$ cat src/rtl/fl64ck_pkg.sv
// Package with constants and the modulo reduction shared by the Fletcher-64 checksum block.
package fl64ck_pkg;

    // Field and sum widths.
    localparam int unsigned WORD_W = 32;
    localparam int unsigned SUM_W  = 64;

    // Seed register value after reset.
    localparam logic [SUM_W-1:0] SEED_RESET = 64'h0000_0000_1234_5678;

    // Modulus of the final reduction, 2^32 - 1.
    localparam logic [WORD_W-1:0] MOD_VALUE = 32'hFFFF_FFFF;

    // Reduce a 64-bit sum modulo 2^32 - 1 by end-around folding.
    // Since 2^32 is 1 mod (2^32 - 1), the upper half adds onto the lower half.
    // The second fold cannot carry again, and the modulus itself maps to zero.
    function automatic logic [WORD_W-1:0] mod_reduce(input logic [SUM_W-1:0] value);
        logic [WORD_W:0]   fold1;
        logic [WORD_W:0]   fold2;
        logic [WORD_W-1:0] result;
        fold1  = {1'b0, value[SUM_W-1:WORD_W]} + {1'b0, value[WORD_W-1:0]};
        fold2  = {1'b0, fold1[WORD_W-1:0]} + {{WORD_W{1'b0}}, fold1[WORD_W]};
        result = fold2[WORD_W-1:0];
        if (result == MOD_VALUE)
        begin
            result = '0;
        end
        return result;
    endfunction

endpackage

$ cat src/rtl/fletcher64_word_checksum.sv
// Fletcher-64 style checksum over a stream of 32-bit words with a configurable seed.
// Output: the sums of a block pass through the final-sum stage, then the output register.
// Throughput: one word per cycle unless word_stall is raised; the running sums take a word at every
// accepted transaction, through two chained 64-bit adders.
// Reset: seed returns to 0x12345678, the sums reload from it, and both pipeline stages empty.
// A seed write reloads both running sums at once.
module fletcher64_word_checksum
(
    input  logic        clk,
    input  logic        rst_n,
    // Seed register write port.
    input  logic        cfg_wr_en,
    input  logic [63:0] cfg_wr_data,
    // Word input channel.
    input  logic        word_valid,
    output logic        word_stall,
    input  logic [31:0] data_word,
    input  logic        last_word,
    // Checksum output channel.
    output logic        sum_valid,
    input  logic        sum_stall,
    output logic [63:0] checksum
);

    localparam int unsigned WORD_W = fl64ck_pkg::WORD_W;
    localparam int unsigned SUM_W  = fl64ck_pkg::SUM_W;

    logic [SUM_W-1:0]  seed_reg;
    logic [SUM_W-1:0]  first_sum_reg;
    logic [SUM_W-1:0]  first_sum_next;
    logic [SUM_W-1:0]  second_sum_reg;
    logic [SUM_W-1:0]  second_sum_next;
    logic [SUM_W-1:0]  fin_first_reg;
    logic [SUM_W-1:0]  fin_second_reg;
    logic              fin_valid_reg;
    logic              out_valid_reg;
    logic [SUM_W-1:0]  checksum_reg;
    logic              word_accept;
    logic              out_load;
    logic [WORD_W-1:0] red_first;
    logic [WORD_W-1:0] red_second;

    // Handshake: the final-sum stage moves on whenever the output register is free or drained.
    assign out_load    = fin_valid_reg && (!out_valid_reg || !sum_stall);
    assign word_stall  = fin_valid_reg && !out_load;
    assign word_accept = word_valid && !word_stall;

    // Running sum update: the word goes into the first sum, the new first sum into the second.
    assign first_sum_next  = first_sum_reg + {{(SUM_W-WORD_W){1'b0}}, data_word};
    assign second_sum_next = second_sum_reg + first_sum_next;

    // Seed register.
    always_ff @(posedge clk or negedge rst_n)
    begin
        if (!rst_n)
        begin
            seed_reg <= fl64ck_pkg::SEED_RESET;
        end
        else if (cfg_wr_en)
        begin
            seed_reg <= cfg_wr_data;
        end
    end

    // Running sums: reload on a seed write or at the end of a block.
    always_ff @(posedge clk or negedge rst_n)
    begin
        if (!rst_n)
        begin
            first_sum_reg  <= {{(SUM_W-WORD_W){1'b0}}, fl64ck_pkg::SEED_RESET[WORD_W-1:0]};
            second_sum_reg <= {{(SUM_W-WORD_W){1'b0}}, fl64ck_pkg::SEED_RESET[SUM_W-1:WORD_W]};
        end
        else if (cfg_wr_en)
        begin
            first_sum_reg  <= {{(SUM_W-WORD_W){1'b0}}, cfg_wr_data[WORD_W-1:0]};
            second_sum_reg <= {{(SUM_W-WORD_W){1'b0}}, cfg_wr_data[SUM_W-1:WORD_W]};
        end
        else if (word_accept)
        begin
            if (last_word)
            begin
                first_sum_reg  <= {{(SUM_W-WORD_W){1'b0}}, seed_reg[WORD_W-1:0]};
                second_sum_reg <= {{(SUM_W-WORD_W){1'b0}}, seed_reg[SUM_W-1:WORD_W]};
            end
            else
            begin
                first_sum_reg  <= first_sum_next;
                second_sum_reg <= second_sum_next;
            end
        end
    end

    // Final-sum stage: valid flag.
    always_ff @(posedge clk or negedge rst_n)
    begin
        if (!rst_n)
        begin
            fin_valid_reg <= 1'b0;
        end
        else if (word_accept && last_word)
        begin
            fin_valid_reg <= 1'b1;
        end
        else if (out_load)
        begin
            fin_valid_reg <= 1'b0;
        end
    end

    // Final-sum stage: captured sums of the finished block.
    always_ff @(posedge clk)
    begin
        if (word_accept && last_word)
        begin
            fin_first_reg  <= first_sum_next;
            fin_second_reg <= second_sum_next;
        end
    end

    // Modulo reduction of both final sums.
    assign red_first  = fl64ck_pkg::mod_reduce(fin_first_reg);
    assign red_second = fl64ck_pkg::mod_reduce(fin_second_reg);

    // Output register: valid flag.
    always_ff @(posedge clk or negedge rst_n)
    begin
        if (!rst_n)
        begin
            out_valid_reg <= 1'b0;
        end
        else if (out_load)
        begin
            out_valid_reg <= 1'b1;
        end
        else if (!sum_stall)
        begin
            out_valid_reg <= 1'b0;
        end
    end

    // Output register: checksum payload.
    always_ff @(posedge clk)
    begin
        if (out_load)
        begin
            checksum_reg <= {red_second, red_first};
        end
    end

    assign sum_valid = out_valid_reg;
    assign checksum  = checksum_reg;

`ifndef NO_ASSERTIONS
    // A seed write reloads the first sum from the low half of the seed.
    assert property (@(posedge clk) disable iff (!rst_n)
        cfg_wr_en |=> first_sum_reg == {{(SUM_W-WORD_W){1'b0}}, $past(cfg_wr_data[WORD_W-1:0])})
        else $error("first sum not reloaded after seed write");

    // The last word of a block always fills the final-sum stage.
    assert property (@(posedge clk) disable iff (!rst_n)
        word_accept && last_word |=> fin_valid_reg)
        else $error("final-sum stage not loaded on last word");

    // The input only stalls while a finished block waits for the output register.
    assert property (@(posedge clk) disable iff (!rst_n)
        word_stall |-> fin_valid_reg && out_valid_reg && sum_stall)
        else $error("input stalled without a blocked result");

    // Both reduced halves stay below the modulus.
    assert property (@(posedge clk) disable iff (!rst_n)
        out_valid_reg |-> checksum_reg[WORD_W-1:0] != fl64ck_pkg::MOD_VALUE &&
                          checksum_reg[SUM_W-1:WORD_W] != fl64ck_pkg::MOD_VALUE)
        else $error("checksum half not fully reduced");
`endif

endmodule
$ cat config.mk
export PLATFORM = sky130hd
export DESIGN_NAME = fletcher64_word_checksum
export DESIGN_NICKNAME = d
export VERILOG_FILES = /design/src/rtl/fl64ck_pkg.sv /design/src/rtl/fletcher64_word_checksum.sv
export SDC_FILE = /design/constraint.sdc
export NUM_CORES = 1
export LEC_CHECK = 0
export BUFFER_PORTS_ARGS = -buffer_cell sky130_fd_sc_hd__buf_2
export CAP_MARGIN = 20
export CORE_MARGIN = 4
export CORE_UTILIZATION = 55
export DETAILED_ROUTE_END_ITERATION = 8
export HOLD_SLACK_MARGIN = 0.06
export PLACE_DENSITY = 0.82
export SLEW_MARGIN = 20
export SYNTH_ARGS = -nofsm -noshare
export SYNTH_HDL_FRONTEND = slang
export SYNTH_SLANG_ARGS = --single-unit
export TNS_END_PERCENT = 50
$ cat constraint.sdc
create_clock -name clk -period 18.6 [get_ports clk]
set_input_delay 0.93 -clock clk [delete_from_list [all_inputs] [get_ports clk]]
set_output_delay 0.93 -clock clk [all_outputs]
set_load 0.01 [all_outputs]
==> results of run 1 <==
layout make-up:
| cell class | instances | area (µm²) | share of cell area |
|---|---|---|---|
| Timing Repair Buffer | 187 | 997.2 | 0.03464 |
| Sequential cell | 386 | 10650 | 0.3700 |
| Tap cell | 607 | 759.5 | 0.02638 |
| Clock inverter | 20 | 203.9 | 0.007084 |
| Inverter | 106 | 397.9 | 0.01382 |
| Multi-Input combinational cell | 2163 | 14610 | 0.5073 |
| Clock buffer | 58 | 1172 | 0.04072 |
power groups by stage:
| stage | clock [W] | combinational [W] | sequential (W) |
|---|---|---|---|
| 2_1_floorplan | 0 | 0.000927 | 0.00111 |
| 3_3_place_gp | 0 | 0.00125 | 0.00113 |
| 3_5_place_dp | 0 | 0.00129 | 0.00113 |
| 4_1_cts | 0.000844 | 0.00130 | 0.00111 |
| 5_1_grt | 0.000884 | 0.00144 | 0.00112 |
| 6_report | 0.000832 | 0.00132 | 0.00111 |
layout by cell type, fill, tap and decap left out, types with 41 or more instances in the layout:
cell type  synthesis  final
nand3_1           62     62
and3_1            51     51
buf_2             12    165
edfxtp_1         192    192
clkbuf_16          0     43
a21o_1            97     97
dfrtp_1          168    168
o21ai_0          219    219
ha_1             164    164
inv_1            105    104
xor2_1            86     86
nand2_1          244    243
nor3_1            54     53
a21oi_1          227    227
nor2_1           211    209
xnor2_1          126    126
nand4_1           41     41
per-layer routing:
metal  share of wire  wire length, µm  vias up
li1                -                -    10490
met1            0.43            32150    10740
met2            0.45            33630      938
met3           0.071             5273      152
met4           0.039             2911        0
met5               0                0        -
synthesized netlist by cell type, drive strengths merged, types with 28 or more instances:
cell type,count,share of area
a211oi,35,0.011
a21o,97,0.028
a21oi,229,0.044
a22o,40,0.013
a31oi,31,0.0074
and3,51,0.012
buf,28,0.0057
clkbuf,90,0.013
dfrtp,168,0.16
edfxtp,192,0.22
ha,164,0.079
inv,105,0.015
mux2i,34,0.013
nand2,244,0.035
nand2b,36,0.0086
nand3,62,0.012
nand4,43,0.011
nor2,213,0.031
nor2b,33,0.0079
nor3,57,0.011
o21ai,227,0.044
o31ai,29,0.0085
xnor2,128,0.044
xor2,87,0.029
cells by family after synthesis:
group           share of synthesized area
compound gates                     0.2175
xor+xnor                          0.07297
fa+ha+maj                         0.08164
buf+inv                           0.03402
flops                              0.4079
mux                               0.02079
simple gates                       0.1651
stage by stage:
stage                     hold WS (ps)  cell area (µm²)  power, W  instances
final                            311.5            28790  0.003267       3527
after global routing             321.0            28790  0.003447       3527
after CTS                        297.3            28790  0.003252       3527
after detailed placement         456.6            27410  0.002414       3449
after global placement           448.6            27410  0.002378       3449
after floorplan                  438.3            26110  0.002038       2773
final timing paths:
check	startpoint	to	slack, ps	cells after the start
setup reg to reg	first_sum_reg[0]$_DFFE_PN0P_	second_sum_reg[62]$_DFFE_PN0P_	11130	24
min in group clk	first_sum_reg[62]$_DFFE_PN0P_	first_sum_reg[62]$_DFFE_PN0P_	470	2
max in group asynchronous	rst_n	second_sum_reg[56]$_DFFE_PN0P_	17000	2
hold reg to reg	first_sum_reg[62]$_DFFE_PN0P_	first_sum_reg[62]$_DFFE_PN0P_	470	2
hold / removal	rst_n	first_sum_reg[15]$_DFFE_PN0P_	310	1
setup / recovery	data_word[0]	second_sum_reg[62]$_DFFE_PN0P_	11090	25
worst max-delay path, delay by kind of cell:
family	cells	cell delay (ps)
xor+xnor	2	360
compound gates	15	4680
simple gates	4	880
buf+inv	1	100
fa+ha+maj	3	1020
==> results.yml, run 1 <==
timing:
  tightest_slew_ps: 963.5
  setup_viol: 0
  post-route-period-util: 0.4038
  final-hold-violation-count: 0
  finClkSkew_ps: 23.86
  setup_tns_ps: 0
  drv_slew: 0
  maxSlewHeadroom: 0.3577
  rsz0062_at_grt: "no"
  finalCriticalPeriod_ps: 7510
  max_freq_ghz: 0.1332
  setup_slack_ps: 11090
route:
  avgRoutedWirePerCell_um: 20.97
  routed_wl_um: 73960
  first_pass_iters: 6
  drtIter0Drc: 2303
  dr_total_vias: 22320
  ant_nets: 0
  viasPerCell: 6.327
  drc: 0
floorplan:
  die_area_um2: 51030
  core-area_um2: 46750
  die_x_um: 225.9
  die_h_um: 225.9
  initial_core_util: 0.5585
  rows: 79
  ioPinCount: 168
placed_design:
  place.gp.congestion: 0.9607
  pre_cts_ws_ps: 10610
  dp_hpwl_um: 56660
  portBuffers: 167
power:
  power_density_nw_per_um2: 113.5
  power.leakage_nw: 12.54
  power.share.clock: 0.255
  p_sw_frac: 0.3847
  p_switching_w: 0.001257
  ir_drop_mv: 0.07641
  p_seq_frac: 0.341
  p_comb_frac: 0.404
  internal-power_w: 0.002010
finish:
  diodes: 0
  syn_to_final_growth_pct: 10.25
  drive_gt1_frac: 0.1216
  postLayoutCoreUtil: 0.6158
  layout.nets: 3156
  nFillCells: 3836
logic_synthesis:
  synth-seq-cells: 386
  ys_seq_area_frac: 0.4079
  syn_nets: 3043
  synth.avg_cell_area_um2: 9.417
  yosys_warnings: 0
  ys.flop_type: "edfxtp_1"
  synthesis.instances: 2773
  ys_types: 104
  synth-edff-count: 192
  syn_area_um2: 26110
  async_flop_share: 0.5026
global_route:
  antenna_found_initial: 0
  grtUsageMet1: 0.3971
  met2_usage: 0.4511
  use_met3: 0.03874
  grt_remaining_overflow: 0
  grt_pass1_vias: 21210
  grt_pass1_wl_um: 115300
  grt_usage: 0.2832
  gr-max-usage-layer: "met2"
  grt_max_degree: 86
clocking:
  cts_hold_buffers: 0
  cts_num_sinks: 386
  clock_latency_ps: 590
  clockBufferDepth: 3
  cts_tree: "built"
  clk_pin_slew_ps: 70
  ctsResizeCount: 0
  cts_inserted_buffers: 42
  cts_htree_levels: 2
  cts-root-buf: "clkbuf_16"
  post-cts-setup-buffers: 0
critical_path:
  crit_path_top_delay_cell: "o41ai_1"
  cp-start-kind: "input port"
  cpPeakStageDelay_ps: 720
  crit_path_end_kind: "flop"
  required_ps: 19070
  crit_type: "in2reg"
  cp_max_fo: 11
  arrival_ps: 7980
job:
  maxCapViolCount: 0
min_path:
  hp-class: "in2async"
outcome:
  status: "completed"
Power figures use the tool's default switching activity.
==> inputs of run 2 (changes only) <==
Settings changed: PLACE_DENSITY 0.82 to 0.85.
Clock period 18.6 ns to 6.6 ns, I/O delays scaled along.
==> run 2 against run 1 <==
Effect of this change:
- worst hold slack lost 6.3 ps
- utilization is 3.0 points higher
- count of clock-buffer cells in the layout is 10 lower
- sequential power grew to 2.8 times the previous value
==> results.yml, run 2 (synthesis results as in run 1) <==
critical_path:
  reg2regPathDepth: 24
  cp_max_fo: 18
  crit_family: "simple AND/OR/NAND/NOR gates"
  cp-start-kind: "flop"
  cpPeakStageDelay_ps: 470
  crit_cells: 24
  path_common_cell: "ha_1"
  arrival_ps: 6710
  required_ps: 6940
  crit_path_end_kind: "flop"
  crit_path_top_delay_cell: "or4_4"
  crit_buf_inv: 1
  crit_type: "reg2reg"
  crit_chain: "ha_1 -> fa_1 -> a211o_1 -> a21oi_2 -> o21ai_0 -> nand3_1 -> a31oi_1 -> nor3_2 -> mux2i_1 -> a21o_1 -> a21o_1 -> ha_1 -> ha_1 -> nand2_1 -> or2_2 -> xnor2_1 -> a31oi_1 -> nor4_2 -> nand4_1 -> or4_1 -> or4_4 -> nor4_4 -> buf_6 -> nor2b_1"
route:
  wl_met3_um: 6067
  met2_length_um: 35470
  drtIter0Drc: 2422
  viasPerCell: 6.361
  drc: 0
  routed_wl_um: 77510
  avgRoutedWirePerCell_um: 21.16
  drt-met1-wl_um: 32680
  dr_total_vias: 23300
  ant_nets: 0
  first_pass_iters: 6
  top_layer: "met5"
finish:
  nFillCells: 3630
  drive_gt1_frac: 0.1473
  postLayoutCoreUtil: 0.6461
  diodes: 0
  final_cell_mix: "nand2_1 (243), a21oi_1 (222), o21ai_0 (216), nor2_1 (207), edfxtp_1 (192)"
  stdcell_area_um2: 30210
  syn_to_final_growth_pct: 15.67
  layout_commonest_cell: "nand2_1"
  layout.nets: 3292
clocking:
  cts_num_sinks: 386
  cts-root-buf: "clkbuf_16"
  clk_pin_slew_ps: 60
  cts_htree_levels: 2
  clock_latency_ps: 600
  cts_tree: "built"
  clockBufferDepth: 3
  cts_inserted_buffers: 42
timing:
  rsz0062_at_grt: "yes"
  setup_slack_ps: 233.9
  final-hold-violation-count: 0
  setup_viol: 0
  drv_slew: 0
  tightest_slew_ps: 1199
  max_freq_ghz: 0.1571
  finClkSkew_ps: 25.19
  holdWs_ps: 305.2
  setup_tns_ps: 0
  post-route-period-util: 0.9646
  finalCriticalPeriod_ps: 6366
  maxSlewHeadroom: 0.1950
placed_design:
  dpl_cell_area_um2: 27950
  dp_hpwl_um: 56620
  pre_cts_ws_ps: -79.40
  portBuffers: 167
  place.gp.congestion: 0.9898
global_route:
  grt_pass1_vias: 22360
  grt_usage: 0.2969
  antenna_found_initial: 3
  grt_max_degree: 125
  grt_pass1_wl_um: 121200
  grt_remaining_overflow: 0
floorplan:
  die_area_um2: 51030
  rows: 79
  initial_core_util: 0.5585
  die_h_um: 225.9
  core-area_um2: 46750
  die_x_um: 225.9
  ioPinCount: 168
power:
  ir_drop_mv: 0.2126
  power.leakage_nw: 13.21
  power_density_nw_per_um2: 317.9
outcome:
  status: "completed"
min_path:
  hp-class: "in2async"
job:
  maxCapViolCount: 0
-- run 2: cell count changes in the layout (fill, tap and decap cells not counted), moves of 5 or more --
| cell | change |
|---|---|
| clkbuf_1 | -5 |
| clkinvlp_4 | +6 |
| bufinv_16 | +5 |
| a21oi_1 | -5 |
| buf_4 | +67 |
| a21oi_2 | +5 |
| dlygate4sd3_1 | +66 |
-- run 2: what timing repair did --
| action | 4_1_cts | 5_1_grt |
|---|---|---|
| setup buffers | 0 | 2 |
| hold buffers | 66 | 0 |
| setup endpoints to repair | 5 | 109 |
| pin swaps | 0 | 2 |
| gates resized for setup | 3 | 28 |
| endpoints found under the hold margin | 171 | 0 |
-- run 2: final timing paths --
| path | end | startpoint | slack [ps] |
|---|---|---|---|
| worst min register to register | first_sum_reg[62]$_DFFE_PN0P_ | first_sum_reg[62]$_DFFE_PN0P_ | 480 |
| min in group clk | first_sum_reg[9]$_DFFE_PN1P_ | cfg_wr_en | 380 |
| worst min-delay path | first_sum_reg[19]$_DFFE_PN0P_ | rst_n | 310 |
| worst max-delay path | checksum[34]$_SDFFCE_PN0P_ | fin_second_reg[0]$_DFFE_PP_ | 230 |
| max in group asynchronous | second_sum_reg[40]$_DFFE_PN0P_ | rst_n | 4980 |
| worst max register to register | checksum[34]$_SDFFCE_PN0P_ | fin_second_reg[0]$_DFFE_PP_ | 230 |
-- run 2: area by class of cell --
cell class,count,area [µm²],share of cell area
flip-flops and latches,386,10650,0.3527
multi-input cells,2163,14730,0.4878
repair buffers,323,2212,0.07324
well taps,607,759.5,0.02514
clock inverters,30,376.6,0.01247
clock buffers,48,1074,0.03554
inverters,106,397.9,0.01317
-- run 2: worst register-to-register path: stages (launching register included) --
cell and delay, ps:
edfxtp_1 380, ha_1 260, fa_1 430, a211o_1 430
a21oi_2 210, o21ai_0 120, nand3_1 200, a31oi_1 200
nor3_2 350, mux2i_1 230, a21o_1 130, a21o_1 190
ha_1 200, ha_1 200, nand2_1 120, or2_2 340
xnor2_1 140, a31oi_1 120, nor4_2 340, nand4_1 120
or4_1 420, or4_4 470, nor4_4 200, buf_6 220
nor2b_1 90
-- run 2: per-layer routing --
metal / vias to the layer above / track usage
met2: 1173 / 0.4852
met5: - / 0
li1: 10760 / -
met1: 11160 / 0.4060
met4: 2 / 0.1085
met3: 205 / 0.04186
-- run 2: through the flow --
| stage | power, W | cells |
|---|---|---|
| floorplan | 0.005742 | 2773 |
| global placement | 0.006812 | 3517 |
| detailed placement | 0.006903 | 3517 |
| CTS | 0.009454 | 3661 |
| global route | 0.01006 | 3663 |
| finish | 0.009604 | 3663 |
-- run 2: where the power goes --
part | switching (W) | internal, W | leakage, nW
clock network | 0.00104 | 0.00146 | 0.691
logic | 0.00252 | 0.00147 | 8.27
registers | 0.000162 | 0.00296 | 4.25
==> inputs of run 3 (changes only) <==
Settings changed: RECOVER_POWER from default to 50.
==> run 3 against run 2 <==
Effect of this change:
- the run now ends with capacitance limit, slew limit left
- fmax increased by 0.54%
- critical path depth unchanged
- worst hold slack improved by 130 ps
- global-route usage unchanged
- sequential share of layout area increased by 0.18 points
- routed wire length increased by 0.31%
- clock power about the same
- via count about the same
- non-clock buffer count unchanged
- final cell count about the same
==> results.yml, run 3 (synthesis results as in run 1) <==
finish:
  syn_to_final_growth_pct: 15.08
  layout.nets: 3292
  drive_gt1_frac: 0.1227
  stdcell_area_um2: 30050
  layout_commonest_cell: "nand2_1"
  final_cell_mix: "nand2_1 (244), a21oi_1 (222), o21ai_0 (216), nor2_1 (208), edfxtp_1 (192)"
timing:
  finClkSkew_ps: 21.70
  post-route-period-util: 0.9594
  holdWs_ps: 439.9
  maxSlewHeadroom: -1.629
  final-hold-violation-count: 0
  setup_viol: 0
  tightest_slew_ps: 3943
  setup_slack_ps: 268.2
  rsz0062_at_grt: "yes"
  drv_slew: 635
  finalCriticalPeriod_ps: 6332
  max_freq_ghz: 0.1579
floorplan:
  ioPinCount: 168
  die_h_um: 225.9
  die_area_um2: 51030
  initial_core_util: 0.5585
  die_x_um: 225.9
  core-area_um2: 46750
  rows: 79
critical_path:
  cpPeakStageDelay_ps: 470
  crit_path_top_delay_cell: "or4_4"
  path_common_cell: "ha_1"
  arrival_ps: 6670
  crit_type: "reg2reg"
  crit_family: "simple AND/OR/NAND/NOR gates"
  crit_path_end_kind: "flop"
  crit_buf_inv: 1
  crit_chain: "ha_1 -> fa_1 -> a211o_1 -> a21oi_2 -> o21ai_0 -> nand3_1 -> a31oi_1 -> nor3_2 -> mux2i_1 -> a21o_1 -> a21o_1 -> ha_1 -> ha_1 -> nand2_1 -> or2_2 -> xnor2_1 -> a31oi_1 -> nor4_2 -> nand4_1 -> or4_1 -> or4_4 -> nor4_4 -> buf_6 -> nor2b_1"
  required_ps: 6940
  cp_max_fo: 18
  cp-start-kind: "flop"
placed_design:
  pre_cts_ws_ps: -79.40
  place.gp.congestion: 0.9898
  dpl_cell_area_um2: 27950
  portBuffers: 167
  dp_hpwl_um: 56620
global_route:
  grt_usage: 0.2969
  grt_remaining_overflow: 0
  grt_pass1_vias: 22360
  grt_pass1_wl_um: 121200
  antenna_found_initial: 3
  grt_max_degree: 125
route:
  dr_total_vias: 23290
  first_pass_iters: 6
  avgRoutedWirePerCell_um: 21.22
  drtIter0Drc: 2367
  drc: 0
  routed_wl_um: 77740
  viasPerCell: 6.356
  ant_nets: 0
power:
  ir_drop_mv: 0.2112
  power.leakage_nw: 13.00
  power_density_nw_per_um2: 318.9
clocking:
  cts_tree: "built"
  clk_pin_slew_ps: 60
  cts-root-buf: "clkbuf_16"
  clockBufferDepth: 3
  cts_inserted_buffers: 42
  clock_latency_ps: 600
  cts_num_sinks: 386
  cts_htree_levels: 2
outcome:
  status: "complete, but fails checks"
  violations: "capacitance limit, slew limit"
min_path:
  hp-class: "in2reg"
job:
  maxCapViolCount: 8
==> run 3: cell type report <==
type	instances	area (µm²)
diodes	1	2.502
clock buffers	48	1074
clock inverters	30	376.6
fillers	3677	16700
inverters	106	397.9
multi-input cells	2163	14710
flip-flops and latches	386	10650
well taps	607	759.5
repair buffers	323	2082
==> run 3: tightest hold or removal path: stages <==
cell	delay [ps]
buf_2	100
ha_1	200
xnor2_1	180
==> run 3: metrics by stage <==
stage,total power (W),util,instances,TNS (ps)
2_1_floorplan,0.005742,-,2773,0
3_3_place_gp,0.006812,0.5978,3517,0
3_5_place_dp,0.006903,0.5978,3517,-83.29
4_1_cts,0.009454,0.6430,3661,0
5_1_grt,0.01005,0.6427,3663,-980.4
6_report,0.009585,0.6428,3664,0
==> run 3: final timing paths <==
check,from,end,slack (ps),depth (start not counted)
hold reg to reg,first_sum_reg[62]$_DFFE_PN0P_,first_sum_reg[62]$_DFFE_PN0P_,480,2
setup reg to reg,fin_second_reg[0]$_DFFE_PP_,checksum[34]$_SDFFCE_PN0P_,270,24
min in group asynchronous,rst_n,first_sum_reg[19]$_DFFE_PN0P_,1650,2
max in group asynchronous,rst_n,second_sum_reg[40]$_DFFE_PN0P_,1650,3
hold / removal,data_word[28],fin_first_reg[28]$_DFFE_PP_,440,3
setup / recovery,fin_second_reg[0]$_DFFE_PP_,checksum[34]$_SDFFCE_PN0P_,270,24
==> run 3: routing by layer <==
metal	global-route usage	share of wire
met1	0.4060	0.42
met2	0.4852	0.46
met3	0.04186	0.081
met4	0.1085	0.040
met5	0	0.00014
==> run 3: power by group <==
| part | leakage (nW) | internal (W) | switching, W |
|---|---|---|---|
| Clock | 0.691 | 0.00146 | 0.00103 |
| Sequential | 4.25 | 0.00297 | 0.000164 |
| Combinational | 8.05 | 0.00144 | 0.00251 |
==> run 3: what timing repair did <==
action	4_1_cts	5_1_grt
hold buffers	66	0
gates cloned	0	0
pin swaps	0	2
resized for setup	3	28
setup endpoints to repair	5	109
setup buffers	0	2
endpoints found under the hold margin	171	0
